**src/ecpa_pkg.sv**
```systemverilog
// shared types, constants and field helpers for the elliptic-curve point unit
`default_nettype none
package ecpa_pkg;

	localparam int FIELD_BITS  = 61;
	localparam int SCALAR_BITS = 64;
	localparam int CNT_W       = $clog2(FIELD_BITS);
	// signed euclid coefficients stay within +-p
	localparam int COEF_W      = FIELD_BITS + 2;
	localparam int CFG_IDX_W   = 2;
	localparam logic [FIELD_BITS-1:0] MOD_MIN = FIELD_BITS'(3);

	typedef enum logic [CFG_IDX_W-1:0] {
		CFG_CURVE_A = 2'd0,
		CFG_CURVE_B = 2'd1,
		CFG_MODULUS = 2'd2
	} cfg_idx_t;

	typedef enum logic [1:0] {
		OPC_ADD   = 2'd0,
		OPC_NEG   = 2'd1,
		OPC_SMUL  = 2'd2,
		OPC_CURVE = 2'd3
	} opcode_t;

	typedef enum logic [2:0] {
		FOP_ADD,
		FOP_SUB,
		FOP_MUL,
		FOP_INV,
		FOP_RED
	} fu_op_t;

	typedef enum logic [2:0] {
		FU_IDLE,
		FU_RED,
		FU_MUL,
		FU_ICHK,
		FU_DIV,
		FU_UPD,
		FU_IFIN,
		FU_DONE
	} fu_state_t;

	typedef enum logic [3:0] {
		ST_IDLE,
		ST_LOAD,
		ST_DISP,
		ST_ADD,
		ST_FIN,
		ST_SM_LOOP,
		ST_SM_ADDR,
		ST_SM_DCALL,
		ST_SM_DBL,
		ST_CURVE,
		ST_OUT
	} top_state_t;

	typedef enum logic [3:0] {
		A_CHK,
		A_D_SQ,
		A_D_2,
		A_D_3,
		A_D_A,
		A_D_DEN,
		A_G_NUM,
		A_G_DEN,
		A_INV,
		A_LAM,
		A_LSQ,
		A_X1,
		A_X2,
		A_Y1,
		A_Y2,
		A_Y3
	} add_step_t;

	typedef enum logic [3:0] {
		D_NONE,
		D_PX,
		D_PY,
		D_QX,
		D_QY,
		D_CA,
		D_CB,
		D_NUM,
		D_DEN,
		D_LAM,
		D_T,
		D_WX,
		D_WY
	} dst_t;

	typedef struct packed {
		logic                  start;
		fu_op_t                op;
		logic [FIELD_BITS-1:0] a;
		logic [FIELD_BITS-1:0] b;
	} fu_req_t;

	typedef struct packed {
		logic                  done;
		logic [FIELD_BITS-1:0] res;
	} fu_rsp_t;

	function automatic logic [FIELD_BITS-1:0] fadd(input logic [FIELD_BITS-1:0] a,
		input logic [FIELD_BITS-1:0] b, input logic [FIELD_BITS-1:0] p);
		logic [FIELD_BITS:0] s;
		s = {1'b0, a} + {1'b0, b};
		if (s >= {1'b0, p}) begin
			s = s - {1'b0, p};
		end
		return s[FIELD_BITS-1:0];
	endfunction

	function automatic logic [FIELD_BITS-1:0] fsub(input logic [FIELD_BITS-1:0] a,
		input logic [FIELD_BITS-1:0] b, input logic [FIELD_BITS-1:0] p);
		logic [FIELD_BITS-1:0] r;
		if (a >= b) begin
			r = a - b;
		end else begin
			r = a + (p - b);
		end
		return r;
	endfunction

endpackage
`default_nettype wire

```
**src/ecpa_field_unit.sv**
```systemverilog
// shared modular arithmetic unit: add, sub, serial multiply, reduce, euclid inverse
`default_nettype none
module ecpa_field_unit (
	input  wire                                clk,
	input  wire                                arst_n,
	input  wire  ecpa_pkg::fu_req_t            req,
	input  wire  [ecpa_pkg::FIELD_BITS-1:0]    p,
	output ecpa_pkg::fu_rsp_t                  rsp
);
	localparam int FB = ecpa_pkg::FIELD_BITS;
	localparam int CW = ecpa_pkg::COEF_W;

	ecpa_pkg::fu_state_t st_q, st_d;
	logic [FB-1:0] a_q, b_q, r_q, rem_q, g_q, aa_q, res_q;
	logic [ecpa_pkg::CNT_W-1:0] cnt_q;
	logic ph_q;
	logic [CW-1:0] x_q, y_q, acc_q;

	logic [FB:0]   red_t, red_s, div_t, div_s;
	logic          div_qb;
	logic [FB-1:0] mul_n, fin_res;
	logic [CW-1:0] acc_n, p_ext, xm, xf;

	always_comb begin
		red_t = {rem_q, a_q[cnt_q]};
		red_s = (red_t >= {1'b0, p}) ? red_t - {1'b0, p} : red_t;
		div_t = {rem_q, g_q[cnt_q]};
		div_qb = div_t >= {1'b0, aa_q};
		div_s = div_qb ? div_t - {1'b0, aa_q} : div_t;
		acc_n = {acc_q[CW-2:0], 1'b0} + (div_qb ? y_q : '0);
		if (ph_q) begin
			mul_n = b_q[cnt_q] ? ecpa_pkg::fadd(r_q, a_q, p) : r_q;
		end else begin
			mul_n = ecpa_pkg::fadd(r_q, r_q, p);
		end
		// truncating remainder, then fold negatives into range
		p_ext = CW'(p);
		xm = (x_q == p_ext || x_q == (~p_ext + 1'b1)) ? '0 : x_q;
		xf = xm[CW-1] ? xm + p_ext : xm;
		fin_res = xf[FB-1:0];
	end

	// next state
	always_comb begin
		st_d = st_q;
		case (st_q)
			ecpa_pkg::FU_IDLE: begin
				if (req.start) begin
					case (req.op)
						ecpa_pkg::FOP_RED: st_d = ecpa_pkg::FU_RED;
						ecpa_pkg::FOP_MUL: st_d = ecpa_pkg::FU_MUL;
						ecpa_pkg::FOP_INV: st_d = ecpa_pkg::FU_ICHK;
						default:           st_d = ecpa_pkg::FU_DONE;
					endcase
				end
			end
			ecpa_pkg::FU_RED: if (cnt_q == '0) st_d = ecpa_pkg::FU_DONE;
			ecpa_pkg::FU_MUL: if (ph_q && cnt_q == '0) st_d = ecpa_pkg::FU_DONE;
			ecpa_pkg::FU_ICHK: st_d = (aa_q == '0) ? ecpa_pkg::FU_IFIN : ecpa_pkg::FU_DIV;
			ecpa_pkg::FU_DIV: if (cnt_q == '0) st_d = ecpa_pkg::FU_UPD;
			ecpa_pkg::FU_UPD: st_d = ecpa_pkg::FU_ICHK;
			ecpa_pkg::FU_IFIN: st_d = ecpa_pkg::FU_DONE;
			ecpa_pkg::FU_DONE: st_d = ecpa_pkg::FU_IDLE;
			default: st_d = ecpa_pkg::FU_IDLE;
		endcase
	end

	// outputs
	always_comb begin
		rsp.done = (st_q == ecpa_pkg::FU_DONE);
		rsp.res  = res_q;
	end

	always_ff @(posedge clk or negedge arst_n) begin
		if (!arst_n) begin
			st_q <= ecpa_pkg::FU_IDLE;
		end else begin
			st_q <= st_d;
		end
	end

	always_ff @(posedge clk) begin
		case (st_q)
			ecpa_pkg::FU_IDLE: begin
				if (req.start) begin
					a_q   <= req.a;
					b_q   <= req.b;
					aa_q  <= req.a;
					g_q   <= p;
					r_q   <= '0;
					rem_q <= '0;
					ph_q  <= 1'b0;
					cnt_q <= ecpa_pkg::CNT_W'(FB - 1);
					x_q   <= '0;
					y_q   <= CW'(1);
					if (req.op == ecpa_pkg::FOP_ADD) begin
						res_q <= ecpa_pkg::fadd(req.a, req.b, p);
					end else begin
						res_q <= ecpa_pkg::fsub(req.a, req.b, p);
					end
				end
			end
			ecpa_pkg::FU_RED: begin
				rem_q <= red_s[FB-1:0];
				res_q <= red_s[FB-1:0];
				cnt_q <= cnt_q - 1'b1;
			end
			ecpa_pkg::FU_MUL: begin
				ph_q  <= ~ph_q;
				r_q   <= mul_n;
				res_q <= mul_n;
				if (ph_q) begin
					cnt_q <= cnt_q - 1'b1;
				end
			end
			ecpa_pkg::FU_ICHK: begin
				rem_q <= '0;
				acc_q <= '0;
				cnt_q <= ecpa_pkg::CNT_W'(FB - 1);
			end
			ecpa_pkg::FU_DIV: begin
				rem_q <= div_s[FB-1:0];
				acc_q <= acc_n;
				cnt_q <= cnt_q - 1'b1;
			end
			ecpa_pkg::FU_UPD: begin
				g_q  <= aa_q;
				aa_q <= rem_q;
				y_q  <= x_q - acc_q;
				x_q  <= y_q;
			end
			ecpa_pkg::FU_IFIN: res_q <= fin_res;
			default: ;
		endcase
	end
endmodule
`default_nettype wire

```
**config.mk**
```make
export PLATFORM = sky130hd
export DESIGN_NAME = ecpa_field_unit
export DESIGN_NICKNAME = d
export VERILOG_FILES = /design/src/ecpa_pkg.sv /design/src/ecpa_field_unit.sv
export SDC_FILE = /design/constraint.sdc
export NUM_CORES = 2
export LEC_CHECK = 0
export BUFFER_PORTS_ARGS = -buffer_cell sky130_fd_sc_hd__buf_2
export CAP_MARGIN = 20
export CORE_MARGIN = 2
export CORE_UTILIZATION = 49
export CTS_BUF_LIST = sky130_fd_sc_hd__clkbuf_4 sky130_fd_sc_hd__clkbuf_8
export DETAILED_ROUTE_END_ITERATION = 6
export GPL_TIMING_DRIVEN = 0
export PLACE_DENSITY = 0.78
export SYNTH_ARGS = -nofsm -noshare
export SYNTH_HDL_FRONTEND = slang
export SYNTH_SLANG_ARGS = --single-unit
```
**constraint.sdc**
```tcl
create_clock -name clk -period 12.28 [get_ports clk]
set_clock_uncertainty 0.2 [all_clocks]
set_input_delay 1.228 -clock clk [delete_from_list [all_inputs] [get_ports clk]]
set_output_delay 1.228 -clock clk [all_outputs]
set_load 0.01 [all_outputs]
```
Word level (Yosys, flattened, before mapping)
Index checks and enable logic that the tools add are counted.
- $add $sub $neg: 16
- $lt $le $gt $ge: 7
- equality and inequality tests: 17
- mux-type cells: 44
- bitwise logic cells: 2
- reduce and logical (&&, ||, !) cells: 20
- operators by type and width (operator ; number):
    2-to-1 mux 61 bit ; 14
    one-hot mux 61 bit (4 select lines) ; 2
    subtractor 61 bit ; 7
    one-hot mux 63 bit (2 select lines) ; 3
    one-hot mux 61 bit (2 select lines) ; 3
    greater-or-equal comparator 62 x 61 -> 1 bit ; 5
    2-to-1 mux 63 bit ; 4
    adder 61 x 61 -> 62 bit ; 3
    adder 61 bit ; 2
    adder 63 x 1 -> 63 bit (second input constant) ; 1
    adder 63 bit ; 1
    equality test 63 x 61 -> 1 bit ; 1
    equality test 63 bit ; 1
    inverter 61 -> 63 bit ; 1
    subtractor 63 bit ; 1
    greater-or-equal comparator 61 bit ; 1
    logical NOT 61 bit ; 1
    one-hot mux 3 bit (8 select lines) ; 1
    one-hot mux 6 bit (4 select lines) ; 1
    binary-select mux 1 bit (select 6 bit) ; 3
    equality test 3 bit (second input constant) ; 5
    equality test 3 x 2 -> 1 bit (second input constant) ; 4
    2-to-1 mux 3 bit ; 4
    2-to-1 mux 6 bit ; 2
    other kinds (19) ; 35
- flip-flop bits (word level): 626
- input bits: 189
- logic and storage cells: 119

Depth between registers and ports, before layout
- depth after elaboration: 8
- mapped depth: 53
- gate-level depth less buffers: 48

Worst setup path before layout
OpenSTA, ideal clock, no wires.
- path kind: reg-to-reg
- from: register cnt_q[0] (netlist bit)
- to: register acc_q[62], data pin
- library setup time: 266 ps
- data arrival time: 11812 ps
- path slack: 3 ps
- stages on the path, launching flop included: 52
- cell sequence: edfxtp_1 buf_1 clkbuf_1 clkbuf_1 mux4_2 mux4_2 nand2_1 nand3_1 o21ai_0 ha_1 inv_1 fa_1 a21o_1 a21o_1 a221oi_1 o21bai_1 a21oi_1 o21ai_0 [... 16 more ...] o211ai_1 a2111oi_0 nor2_1 a211oi_1 nor4_1 o211ai_1 a2111oi_0 nor2_1 o21ai_0 a21oi_1 nor2b_1 o21a_1 o41ai_1 or3_1 o21bai_1 a221oi_1 xnor2_1 nor2_1
- word-level cells in the longest chain between the ends: 6
- ends and longest elaborated chain (element ; RTL line ; RTL):
    start: declaration ; ecpa_field_unit.sv:15 ; logic [ecpa_pkg::CNT_W-1:0] cnt_q;
    start signal: assignment ; ecpa_field_unit.sv:93 ; cnt_q <= ecpa_pkg::CNT_W'(FB - 1);
    start signal: assignment ; ecpa_field_unit.sv:106 ; cnt_q <= cnt_q - 1'b1;
    start signal: assignment ; ecpa_field_unit.sv:113 ; cnt_q <= cnt_q - 1'b1;
    binary-select mux 1 bit (select 6 bit) ; ecpa_field_unit.sv:27 ; div_t = {rem_q, g_q[cnt_q]};
    2-to-1 mux 1 bit (not written as such) ; ecpa_field_unit.sv:27 ;
    greater-or-equal comparator 62 x 61 -> 1 bit ; ecpa_field_unit.sv:28 ; div_qb = div_t >= {1'b0, aa_q};
    2-to-1 mux 63 bit ; ecpa_field_unit.sv:30 ; acc_n = {acc_q[CW-2:0], 1'b0} + (div_qb ? y_q : '0);
    adder 63 bit ; ecpa_field_unit.sv:30 ;
    one-hot mux 63 bit (2 select lines) ; ecpa_field_unit.sv:83 ; case (st_q)
    end signal: assignment ; ecpa_field_unit.sv:123 ; acc_q <= acc_n;
    end: declaration ; ecpa_field_unit.sv:17 ; logic [CW-1:0] x_q, y_q, acc_q;
Every way passes these cells. The select of a mux whose other input is x is not followed.
A chain may end at the register's enable or synchronous reset.

Final worst setup path
- from: input req[1] (netlist bit)
- to: register res_q[38], data pin
- word-level cells in the longest chain between the ends: 6
- elaborated cells on any way between the ends: 12
- classes of those cells: add/sub (5); order compare (2); mux (5)
- ends and longest elaborated chain (element ; RTL line ; RTL):
    start: declaration ; ecpa_field_unit.sv:6 ; input wire ecpa_pkg::fu_req_t req,
    subtractor 61 bit or adder 61 x 61 -> 62 bit (tied branches) ; ecpa_pkg.sv:122, ecpa_pkg.sv:109 ;
    adder 61 bit (tied with other cells) ; ecpa_pkg.sv:122 ; r = a + (p - b);
    2-to-1 mux 61 bit, on equally long branches ; ecpa_pkg.sv:119, ecpa_pkg.sv:110 ;
    2-to-1 mux 61 bit * ; ecpa_field_unit.sv:96 ; if (req.op == ecpa_pkg::FOP_ADD) begin
    2-to-1 mux 61 bit * ; ecpa_field_unit.sv:85 ; if (req.start) begin
    one-hot mux 61 bit (4 select lines) * ; ecpa_field_unit.sv:83 ;
    end signal: assignment ; ecpa_field_unit.sv:97 ; res_q <= ecpa_pkg::fadd(req.a, req.b, p);
    end signal: assignment ; ecpa_field_unit.sv:99 ; res_q <= ecpa_pkg::fsub(req.a, req.b, p);
    end signal: assignment ; ecpa_field_unit.sv:105 ; res_q <= red_s[FB-1:0];
    end: declaration ; ecpa_field_unit.sv:14 ; logic [FB-1:0] a_q, b_q, r_q, rem_q, g_q, aa_q, res_q;
Every way passes the cells marked *; elsewhere a longest branch is shown, timed or not. The select of a mux whose other input is x is not followed.

==> flow_summary.ini <==
[yosys]
muxShareOfSynthArea_pct = 3.41
yosysSeqAreaShare_pct = 25.6
synth-simple-area-share_pct = 17.4
synth_ff_type = edfxtp_1
synth-compound-area-share_pct = 25.1
avgSynthCellArea_um2 = 8.27
synth_xor_xnor_area_share_pct = 8.74
synth_top_area_share_pct = 25.5
ys_top_cells_by_area = edfxtp_1, ha_1, a21oi_1, xnor2_1, o21ai_0
synth_top_family_by_area = compound AO/OA/AOI/OAI gates
ys_ff_latch = 626
synthAdderAreaFrac_pct = 14.4
synth_edf_count = 623
syn-num-nets = 9835
yosys.area.top_type = edfxtp_1
synth_cells = 8869
async_flop_share_pct = 0.479
yosysUniqueCellTypes = 112
yosysWarningCount = 0
netlist_area_mm2 = 0.0733

[min_path]
hold_end = x_q[4]$_SDFFCE_PN0P_
min_from = y_q[4]$_SDFFCE_PN0P_
hold_class = flip-flop to flip-flop
min_path_cells = 1

[pwr]
peakVddDrop_mv = 0.310
power_density_mw_per_mm2 = 314
p_total_w = 0.0255
leakagePower_nw = 34.5

[routing]
wl_per_cell_um = 29.9
drtIter0Drc = 9256
route.met2.wl_mm = 143
wl_met1_mm = 128
dr.max_layer_used = met5
dr_wl_met3_mm = 36.5
via_per_inst = 6.54
via_count = 74207
drt-total-wl_mm = 339
drc = 0
firstDrtPassIters = 7
postRouteAntennaNets = 0

[flow_run]
maxCapViolCount = 0

[worst_setup_path]
crit_slowest_cell = buf_1
crit_type = primary input to flip-flop
required_ns = 12.64
endpoint_kind = flip-flop
critPathLaunchType = primary input
worstPathArrival_ns = 12.61
crit_top_cell = a21oi_1
crit_path_max_fanout = 10
crit_path_max_incr_delay_ns = 0.91
timing.rr.end = res_q[14]$_DFFE_PP_
reg2regPathDepth = 32
r2r_slack_ns = 0.05
reg2reg_from = cnt_q[0]$_SDFFCE_PN0P_

[timing]
post-route-min-period_ns = 12.25
fmax_mhz = 81.6
hold_ws_ns = 0.347
finalSetupViolCount = 0
worst_slew_pin_slew_ns = 1.37
relSlewSlack_pct = 7.67
setup_ws_ns = 0.0272
post-route-period-util_pct = 99.8
hold_viol = 0
drv_slew = 0

[outcome]
status = complete, no violations

[floorplan]
fp.dieW_um = 391
die_height_um = 391
initial_core_util_pct = 49.5
rows = 141
ios = 251
core_mm2 = 0.148
dieArea_mm2 = 0.153

[global_route]
grt_pass1_vias = 69833
grt_pass1_wl_mm = 474
antenna_found_initial = 44
overflow = 0
grt_max_degree = 77
grt_usage_pct = 42.9

[finish]
nets = 10271
final_cells = 11352
area_delta_synth_final_pct = 10.6
final_layout_size_suffix_gt1_share_pct = 8.10
num-fill-cells = 13924
design_area_mm2 = 0.0811

[clocking]
clock-sinks = 626
cts_max_level = 3
clockBufferDepth = 3
insertion_delay_ns = 0.92
root_buffer = clkbuf_8
cts_made_buffers = 119
clkSlewWorstSetupHoldPaths_ns = 0.06
cts_tree = yes

[place]
pre_cts_slack_ns = -5.10
placed_cell_area_mm2 = 0.0776
hpwl_mm = 279
dp.cells = 11073
place.gp.congestion = 1.09
place.port_buffers = 239
## per-stage QoR
| stage | utilization, % | TNS [ns] |
|---|---|---|
| 2_1_floorplan | - | 0 |
| 3_3_place_gp | 51.9 | -557.62 |
| 3_5_place_dp | 52.4 | -218.11 |
| 4_1_cts | 54.5 | 0 |
| 5_1_grt | 54.7 | -0.0308 |
| 6_report | 54.7 | 0 |
## flip-flops by register name, indices dropped and copies added (netlist names)
name,cells
acc_q,63
x_q,63
y_q,63
a_q,61
aa_q,61
b_q,61
g_q,61
r_q,61
rem_q,61
res_q,61
cnt_q,6
st_q,3
ph_q,1
## synth_stat cells, types with 172 or more instances
library cell / count
edfxtp_1: 623
nand2_1: 676
inv_1: 630
xor2_1: 275
nor2_1: 726
nand3_1: 172
xnor2_1: 457
clkbuf_1: 331
and2_1: 203
a21oi_1: 837
o21ai_0: 632
a21o_1: 391
ha_1: 706
## layout by cell type, fill, tap and decap left out, types with 86 or more instances in the layout
cell type	instances
and3_1	86
xnor2_1	457
nand3_1	171
and2_1	202
inv_1	627
ha_1	702
mux2i_1	115
a21o_1	391
nor2b_1	104
nor2_1	724
nor3_1	154
clkbuf_8	120
a211oi_1	127
o22ai_1	108
o21ai_0	623
a21oi_1	830
buf_2	264
o211ai_1	91
o21a_1	88
o21bai_1	112
clkbuf_1	313
nand2_1	673
nand4_1	99
edfxtp_1	623
nand2b_1	139
xor2_1	275
## critical path, delay by kind of cell
family                     cells  cell delay [ns]
xor gates and xnor gates       1             0.45
AOI/OAI and AO/OA             24             7.01
buffers and inverters          5             2.66
adders and majority gates      2             0.67
and+or+nand+nor                6             0.53
## per-layer routing
metal,track usage (%),up-vias
met5,0,-
met4,34.0,30
met3,9.78,1090
met2,64.6,4495
met1,53.0,35220
li1,-,33372
## logic make-up (layout without fill, tap and decap cells)
family / count (synthesis) / count (layout)
AOI/OAI and AO/OA: 2887 / 2887
DFF: 626 / 626
adders and majority gates: 806 / 806
and+or+nand+nor: 2611 / 2611
muxes: 180 / 180
other: 0 / 16
xor gates and xnor gates: 732 / 732
buffers and inverters: 1027 / 1564
## report_power, final
group	internal, W	switching (W)
clock	0.00128	0.00110
combinational	0.00679	0.0118
sequential	0.00368	0.000788
total	0.0118	0.0137
## worst max path at each step
stage	startpoint	to	slack (ns)	cells past startpoint
after floorplan	cnt_q[0]$_SDFFCE_PN0P_	acc_q[62]$_SDFFCE_PN0P_	0.003	51
after global placement	cnt_q[0]$_SDFFCE_PN0P_	acc_q[62]$_SDFFCE_PN0P_	-7.28	52
after detailed placement	cnt_q[0]$_SDFFCE_PN0P_	acc_q[62]$_SDFFCE_PN0P_	-5.10	53
after CTS	cnt_q[0]$_SDFFCE_PN0P_	acc_q[57]$_SDFFCE_PN0P_	0.03	54
after global routing	cnt_q[0]$_SDFFCE_PN0P_	acc_q[62]$_SDFFCE_PN0P_	-0.03	53
final	req[1]	res_q[38]$_DFFE_PP_	0.03	38
## timing repair
action,in CTS,in global routing
gates cloned,0,0
setup buffers,23,15
endpoints found under the setup margin,98,24
gates resized for setup,87,42
hold endpoints to repair,3,0
hold buffers,1,0
pin swaps,20,29
## area by class of cell
type / instances / area [µm²] / area share [%]
sequential: 626 / 18800 / 23.2
inverter: 640 / 2430 / 2.99
buffer: 384 / 1660 / 2.04
tap: 1930 / 2410 / 2.98
clock buffer: 148 / 1860 / 2.29
antenna: 16 / 40.0 / 0.0494
clock inverter: 74 / 763 / 0.941
timing repair buffer: 318 / 2120 / 2.61
multi-input combinational: 7216 / 51000 / 62.9
(Power assumes the default switching activity.)
